<file path="config.mk">
export PLATFORM = sky130hd
export DESIGN_NAME = kif_filter_flat
export DESIGN_NICKNAME = d
export VERILOG_FILES = /design/src/kif_pkg.sv /design/src/kif_if.sv /design/src/kif_filter.sv /design/src/flat_wrapper.sv
export SDC_FILE = /design/constraint.sdc
export NUM_CORES = 2
export LEC_CHECK = 0
export BUFFER_PORTS_ARGS = -buffer_cell sky130_fd_sc_hd__buf_2
export CAP_MARGIN = 20
export CORE_MARGIN = 2
export CORE_UTILIZATION = 65
export CTS_BUF_LIST = sky130_fd_sc_hd__clkbuf_16
export DETAILED_ROUTE_END_ITERATION = 8
export PLACE_DENSITY = 0.92
export SLEW_MARGIN = 20
export SYNTH_ARGS = -nofsm -noshare
export SYNTH_HDL_FRONTEND = slang
export SYNTH_SLANG_ARGS = --single-unit
</file>
<file path="constraint.sdc">
create_clock -name clk_i -period 9.86 [get_ports clk_i]
set_input_delay 1.479 -clock clk_i [delete_from_list [all_inputs] [get_ports clk_i]]
set_output_delay 1.479 -clock clk_i [all_outputs]
set_load 0.02 [all_outputs]
</file>
<file path="src/kif_pkg.sv">
`timescale 1ns / 1ps
// kif_pkg: shared types and constants of the 3x3 kernel image filter.
// No dependencies; used by the top level, kif_window and kif_filter.

package kif_pkg;

  // Configuration register indexes
  localparam logic [1:0] CFG_FILTER_MODE  = 2'd0;
  localparam logic [1:0] CFG_LINE_WIDTH   = 2'd1;
  localparam logic [1:0] CFG_FRAME_HEIGHT = 2'd2;

  localparam int unsigned CFG_DATA_W   = 12;
  localparam int unsigned LINE_W_BITS  = 11;
  localparam int unsigned HEIGHT_BITS  = 12;
  localparam int unsigned PIX_W        = 8;

  // Box average: floor(sum * 11111 / 100000), the divide done as a
  // reciprocal multiply that is exact for products below 2^25.
  localparam int unsigned BOX_NUM      = 11111;
  localparam int unsigned BOX_RECIP    = 43980466;
  localparam int unsigned BOX_SHIFT    = 42;
  // Divide by 3, exact for dividends below 2048
  localparam int unsigned DIV3_MUL     = 683;
  localparam int unsigned DIV3_SHIFT   = 11;

  typedef enum logic [2:0] {
    MODE_BOX,
    MODE_GAUSS,
    MODE_PREWITT_X,
    MODE_PREWITT_Y,
    MODE_SOBEL_X,
    MODE_SOBEL_Y,
    MODE_LAPLACE,
    MODE_SHARPEN
  } mode_e;

  // What the back end of the filter pipe still has to do with a value
  typedef enum logic [1:0] {
    KIND_PASS,
    KIND_BOX,
    KIND_DIV3
  } kind_e;

  typedef struct packed {
    logic centre_valid;
    logic frame_done;
  } flags_t;

  // 3x3 window, index row*3+col, row 0 oldest, col 0 leftmost
  typedef logic [8:0][PIX_W-1:0] win_t;

endpackage

</file>
<file path="src/kif_if.sv">


interface kif_res_if;
  logic       valid;
  logic       ready;
  logic [7:0] filtered;
  logic       centre_valid;
  logic       frame_done;

  modport source (output valid, output filtered, output centre_valid,
                  output frame_done, input ready);
  modport sink   (input valid, input filtered, input centre_valid,
                  input frame_done, output ready);
endinterface

</file>
<file path="src/kif_filter.sv">
`timescale 1ns / 1ps
// kif_filter: kernel sums, scaling and output register of the image filter.
// Depends on kif_pkg and kif_res_if.

module kif_filter (
  input  logic              clk_i,
  input  logic              rst_ni,
  input  kif_pkg::mode_e    mode_i,
  input  logic              win_valid_i,
  input  kif_pkg::win_t     win_i,
  input  kif_pkg::flags_t   win_flags_i,
  output logic              win_ready_o,
  kif_res_if.source         res_o
);

  function automatic logic [11:0] abs_diff(input logic [11:0] a, input logic [11:0] b);
    return (a >= b) ? a - b : b - a;
  endfunction

  // stage 3: kernel value, stage 4: first scale multiply, out: final value
  logic            v3_q, v3_d, v4_q, v4_d, vo_q, vo_d;
  logic            ld3, ld4, ldo;
  kif_pkg::kind_e  kind3_d, kind3_q, kind4_q;
  logic [11:0]     val3_d, val3_q;
  logic [24:0]     prod4_d, prod4_q;
  logic [7:0]      filt_d, filt_q;
  kif_pkg::flags_t fl3_q, fl4_q, flo_q;

  logic [11:0]     sum_all, gauss, c9, c10, sharp_diff;
  logic [9:0]      pxp, pxn, pyp, pyn, sxp, sxn, syp, syn;
  logic [11:0]     lap_abs, px_abs, py_abs, sx_abs, sy_abs;
  logic [7:0]      sharp;
  logic [50:0]     box_prod;

  assign ldo = !vo_q || res_o.ready;
  assign ld4 = !v4_q || ldo;
  assign ld3 = !v3_q || ld4;
  assign win_ready_o = ld3;

  always_comb begin
    v3_d = ld3 ? win_valid_i : v3_q;
    v4_d = ld4 ? v3_q : v4_q;
    vo_d = ldo ? v4_q : vo_q;
  end

  // Kernel sums over the window
  always_comb begin
    sum_all = '0;
    for (int i = 0; i < 9; i++) begin
      sum_all = sum_all + 12'(win_i[i]);
    end
    gauss = 12'(win_i[0]) + 12'(win_i[2]) + 12'(win_i[6]) + 12'(win_i[8])
          + ((12'(win_i[1]) + 12'(win_i[3]) + 12'(win_i[5]) + 12'(win_i[7])) << 1)
          + (12'(win_i[4]) << 2);
    pxp = 10'(win_i[2]) + 10'(win_i[5]) + 10'(win_i[8]);
    pxn = 10'(win_i[0]) + 10'(win_i[3]) + 10'(win_i[6]);
    pyp = 10'(win_i[6]) + 10'(win_i[7]) + 10'(win_i[8]);
    pyn = 10'(win_i[0]) + 10'(win_i[1]) + 10'(win_i[2]);
    sxp = 10'(win_i[2]) + (10'(win_i[5]) << 1) + 10'(win_i[8]);
    sxn = 10'(win_i[0]) + (10'(win_i[3]) << 1) + 10'(win_i[6]);
    syp = 10'(win_i[6]) + (10'(win_i[7]) << 1) + 10'(win_i[8]);
    syn = 10'(win_i[0]) + (10'(win_i[1]) << 1) + 10'(win_i[2]);
    px_abs = abs_diff(12'(pxp), 12'(pxn));
    py_abs = abs_diff(12'(pyp), 12'(pyn));
    sx_abs = abs_diff(12'(sxp), 12'(sxn));
    sy_abs = abs_diff(12'(syp), 12'(syn));
    c9  = (12'(win_i[4]) << 3) + 12'(win_i[4]);
    c10 = (12'(win_i[4]) << 3) + (12'(win_i[4]) << 1);
    lap_abs = abs_diff(c9, sum_all);
    sharp_diff = c10 - sum_all;
    // sharpen clips to 0..255
    if (c10 < sum_all) begin
      sharp = 8'd0;
    end else if (sharp_diff > 12'd255) begin
      sharp = 8'd255;
    end else begin
      sharp = sharp_diff[7:0];
    end
  end

  always_comb begin
    kind3_d = kif_pkg::KIND_PASS;
    val3_d  = '0;
    unique case (mode_i)
      kif_pkg::MODE_BOX: begin
        kind3_d = kif_pkg::KIND_BOX;
        val3_d  = sum_all;
      end
      kif_pkg::MODE_GAUSS:     val3_d = gauss >> 4;
      kif_pkg::MODE_PREWITT_X: begin
        kind3_d = kif_pkg::KIND_DIV3;
        val3_d  = px_abs;
      end
      kif_pkg::MODE_PREWITT_Y: begin
        kind3_d = kif_pkg::KIND_DIV3;
        val3_d  = py_abs;
      end
      kif_pkg::MODE_SOBEL_X:   val3_d = sx_abs >> 2;
      kif_pkg::MODE_SOBEL_Y:   val3_d = sy_abs >> 2;
      kif_pkg::MODE_LAPLACE:   val3_d = lap_abs >> 3;
      kif_pkg::MODE_SHARPEN:   val3_d = 12'(sharp);
    endcase
    // border centres report zero
    if (!win_flags_i.centre_valid) begin
      kind3_d = kif_pkg::KIND_PASS;
      val3_d  = '0;
    end
  end

  always_comb begin
    case (kind3_q)
      kif_pkg::KIND_BOX:  prod4_d = 25'(val3_q) * 25'(kif_pkg::BOX_NUM);
      kif_pkg::KIND_DIV3: prod4_d = 25'(val3_q) * 25'(kif_pkg::DIV3_MUL);
      default:            prod4_d = 25'(val3_q);
    endcase
  end

  assign box_prod = 51'(prod4_q) * 51'(kif_pkg::BOX_RECIP);

  always_comb begin
    case (kind4_q)
      kif_pkg::KIND_BOX:  filt_d = box_prod[kif_pkg::BOX_SHIFT +: 8];
      kif_pkg::KIND_DIV3: filt_d = prod4_q[kif_pkg::DIV3_SHIFT +: 8];
      default:            filt_d = prod4_q[7:0];
    endcase
  end

  always_ff @(posedge clk_i or negedge rst_ni) begin
    if (!rst_ni) begin
      v3_q <= 1'b0;
      v4_q <= 1'b0;
      vo_q <= 1'b0;
    end else begin
      v3_q <= v3_d;
      v4_q <= v4_d;
      vo_q <= vo_d;
    end
  end

  always_ff @(posedge clk_i) begin
    if (ld3 && win_valid_i) begin
      kind3_q <= kind3_d;
      val3_q  <= val3_d;
      fl3_q   <= win_flags_i;
    end
    if (ld4 && v3_q) begin
      kind4_q <= kind3_q;
      prod4_q <= prod4_d;
      fl4_q   <= fl3_q;
    end
    if (ldo && v4_q) begin
      filt_q  <= filt_d;
      flo_q   <= fl4_q;
    end
  end

  assign res_o.valid        = vo_q;
  assign res_o.filtered     = filt_q;
  assign res_o.centre_valid = flo_q.centre_valid;
  assign res_o.frame_done   = flo_q.frame_done;

endmodule

</file>
<file path="src/flat_wrapper.sv">
// flat-port wrapper written by rule: the top's interface ports become plain ports
module kif_filter_flat 
  (clk_i, rst_ni, mode_i, win_valid_i, win_i, win_flags_i, win_ready_o, res_o_valid, res_o_filtered, res_o_centre_valid, res_o_frame_done, res_o_ready);
  kif_res_if res_o_i ();
  input  logic clk_i;
  input  logic rst_ni;
  input  kif_pkg::mode_e mode_i;
  input  logic win_valid_i;
  input  kif_pkg::win_t win_i;
  input  kif_pkg::flags_t win_flags_i;
  output logic win_ready_o;
  output wire logic [$bits(res_o_i.valid)-1:0] res_o_valid;
  output wire logic [$bits(res_o_i.filtered)-1:0] res_o_filtered;
  output wire logic [$bits(res_o_i.centre_valid)-1:0] res_o_centre_valid;
  output wire logic [$bits(res_o_i.frame_done)-1:0] res_o_frame_done;
  input wire logic [$bits(res_o_i.ready)-1:0] res_o_ready;
  assign res_o_valid = res_o_i.valid;
  assign res_o_filtered = res_o_i.filtered;
  assign res_o_centre_valid = res_o_i.centre_valid;
  assign res_o_frame_done = res_o_i.frame_done;
  assign res_o_i.ready = res_o_ready;
  kif_filter u_core (.clk_i(clk_i), .rst_ni(rst_ni), .mode_i(mode_i), .win_valid_i(win_valid_i), .win_i(win_i), .win_flags_i(win_flags_i), .win_ready_o(win_ready_o), .res_o(res_o_i));
endmodule
</file>
==> metrics <==
status complete, no violations; minimum clock period 9.06 ns; worst r2r path cells 20; worst rel slew slack 34.0%; mean post-synth cell area 9.28 µm²; initial antenna violation count 1; DRC violations left 0; max_cap viols 0; endpoint type of the worst setup path register; cell count along the critical path 31; Crit Path Class primary input to register; ys async rst share 5.17%; part of the cycle the worst path needs 91.9%; Post-Syn Area 31900 µm²; simple-gate area share of the yosys netlist 5.91%; CP arrival 9.17 ns; Multi-input gate area 26700 µm²; Die X-Extent 225 µm; CTS tree yes; Synth Area in XOR/XNOR 5.52%; Routed WL per cell 22.8 µm; # rows 81; fmax 110 MHz; DIE AREA 50800 µm²; io pins 93; Longest Clk Path Bufs 2; largest net degree at the start of global routing 30; port buffer count 92; Crit-path slowest cell fa_1; CTS Sinks 58; Num CTS Buffers 9; Syn Nets 4690; Max Slew Vio Count 0; mux cell area share after synthesis 1.39%; H-tree depth 3; Compound-Gate Fraction of Synth Area 13.7%; YS warnings 0; Post-CTS Setup Bufs 0; Worst Skew 0.0121 ns; clk root buf clkbuf_16; Post-CTS Resized 0; Reg area 1730 µm²; fin nets 4766; adder-cell share of the synthesized area 57.3%; type of the worst min-delay path register to register; Post-DP HPWL 78500 µm; Starting DRT DRC Count 2432; vias in the first global route 27.6k; crit-path max cell delay 0.54 ns; share of layout cells above drive strength 1 4.49%; final-report hold violation count 0; clk slew on worst S/H paths 0.06 ns; CP Max Fanout 11; Worst Path Buf+Inv 4; largest family of logic cells by synthesized area adder cells; Starting Density 65.5%; Synth Flop Type edfxtp_1; CP endpoint u_core.val3_q[8]$_SDFFCE_PN0P_; Synth cell types 89; cell taking the most area after synthesis fa_1; via/cell ratio 6.23; Final TNS setup 0 ns; TritonRoute pass-1 iters 6; CP most frequent cell fa_1; Antenna Cells 0; Die Y 225 µm; unrepaired setup endpoints after global routing no; final setup fails 0; global placement routability congestion 1.00; fillers 3582; Worst-Margin Slew 0.990 ns; CTS Hold Bufs 0; Req. time, crit path 9.98 ns; R2R setup slack 1.22 ns; total global routing overflow 0; worst setup path start win_i[1]; Synth area leaders fa_1, ha_1, inv_1; Area growth syn-to-layout 4.68%; clock latency on the worst-skew pair 0.38 ns; R2R Path Start u_core.prod4_q[17]$_DFFE_PP_; Crit path max-delay family adder cells; nature of the critical path startpoint primary input; Post-DRT Antenna Nets 0; total track usage 38.8%; routed wire length 94500 µm; Seq/Total Area, Yosys 5.42%; Via Count 25.8k; Synth Register Bits 58; Synth top area share 29.7%; reg2reg end u_core.res_o.filtered[1]$_DFFE_PP_; post-synthesis cell count 3436; first-pass GRT wire length 149000 µm; core box area 48600 µm²; Post-synth EDFFs 55
layer usage:
metal	share of wire (%)	wire length [µm]	up-vias	global-route usage (%)
met4	8.5	8020	2	27.3
met3	9.7	9150	511	10.7
met1	36	33900	12400	44.4
met5	0.0085	8	-	0
met2	46	43400	1443	63.3
li1	-	-	11400	-
area by class of cell:
type,instances,share of cell area [%]
repair buffers,104,1.65
clock buffers,9,0.675
well taps,622,2.33
multi-input cells,2467,80.1
inverters,872,9.81
flip-flops and latches,58,5.17
clock inverters,7,0.307
state kept, by name (all words and copies together), names as in the netlist:
signal and flops:
u_core.fl3_q 2, u_core.res_o.valid 1, u_core.prod4_q 25, u_core.val3_q 12, u_core.fl4_q 2, u_core.kind4_q 2, u_core.v4_q 1, u_core.v3_q 1
u_core.res_o.frame_done 1, u_core.res_o.filtered 8, u_core.res_o.centre_valid 1, u_core.kind3_q 2
Yosys cell counts, drive strengths merged (6+ instances only):
cell type / count
o21bai: 74
clkbuf: 25
a21o: 88
o221ai: 9
mux2i: 26
mux2: 16
nand2b: 27
a221oi: 15
o21ai: 99
xor2: 62
o31ai: 7
and4: 7
nand2: 88
nand3: 27
nor3: 30
edfxtp: 55
nor2: 94
xnor2: 139
inv: 871
o211ai: 18
fa: 473
a2111oi: 6
a21oi: 222
and3: 13
a31oi: 27
ha: 700
a211oi: 17
o22ai: 11
or3: 15
and2: 12
nor4: 6
buf: 14
nand4: 13
o21a: 27
nor2b: 31
worst min path at each step:
stage,startpoint,to,slack [ns],cells past startpoint
2_1_floorplan,u_core.fl3_q[0]$_DFFE_PP_,u_core.fl4_q[0]$_DFFE_PP_,0.40,0
3_3_place_gp,u_core.fl4_q[1]$_DFFE_PP_,u_core.res_o.centre_valid$_DFFE_PP_,0.41,0
3_5_place_dp,u_core.fl4_q[0]$_DFFE_PP_,u_core.res_o.frame_done$_DFFE_PP_,0.41,0
4_1_cts,u_core.fl4_q[0]$_DFFE_PP_,u_core.res_o.frame_done$_DFFE_PP_,0.43,0
5_1_grt,u_core.fl4_q[1]$_DFFE_PP_,u_core.res_o.centre_valid$_DFFE_PP_,0.44,0
6_report,u_core.fl4_q[0]$_DFFE_PP_,u_core.res_o.frame_done$_DFFE_PP_,0.43,0
placed cells by master (no fill, tap or decap), types with 7 or more instances in the layout:
cell type  count
a211oi_1      17
a21o_1        88
a21oi_1      219
a221oi_1      13
a31oi_1       27
and2_1        11
and3_1        13
and4_1         7
buf_2         92
buf_4         12
clkbuf_16      9
edfxtp_1      55
fa_1         473
ha_1         700
inv_1        870
mux2_2        14
mux2i_1       26
nand2_1       88
nand2b_1      27
nand3_1       27
nand4_1       13
nor2_1        94
nor2b_1       30
nor3_1        30
o211ai_1      18
o21a_1        27
o21ai_0       91
o21ai_1        7
o21bai_1      74
o221ai_1       9
o22ai_1       11
or3_1         15
xnor2_1      139
xor2_1        62
kinds of logic after synthesis:
| family | after synthesis |
|---|---|
| DFF | 58 |
| adders and majority gates | 1176 |
| and+or+nand+nor | 377 |
| xor gates and xnor gates | 201 |
| muxes | 42 |
| AOI/OAI and AO/OA | 671 |
| buffers and inverters | 911 |
per-stage QoR:
step | util (%) | worst slack, ns | hold slack, ns | area, µm² | cells
after floorplan | - | 1.49 | 0.400 | 31900 | 3436
after global placement | 67.9 | 0.619 | 0.409 | 33000 | 4122
after detailed placement | 67.9 | 0.517 | 0.414 | 33000 | 4122
after CTS | 68.6 | 0.898 | 0.429 | 33400 | 4138
after global routing | 68.6 | 0.331 | 0.436 | 33400 | 4139
final | 68.6 | 0.801 | 0.426 | 33400 | 4139
Power is left out: the tool's default activity adds up to more than one toggle a clock period on the data nets, which glitch-free logic cannot reach.
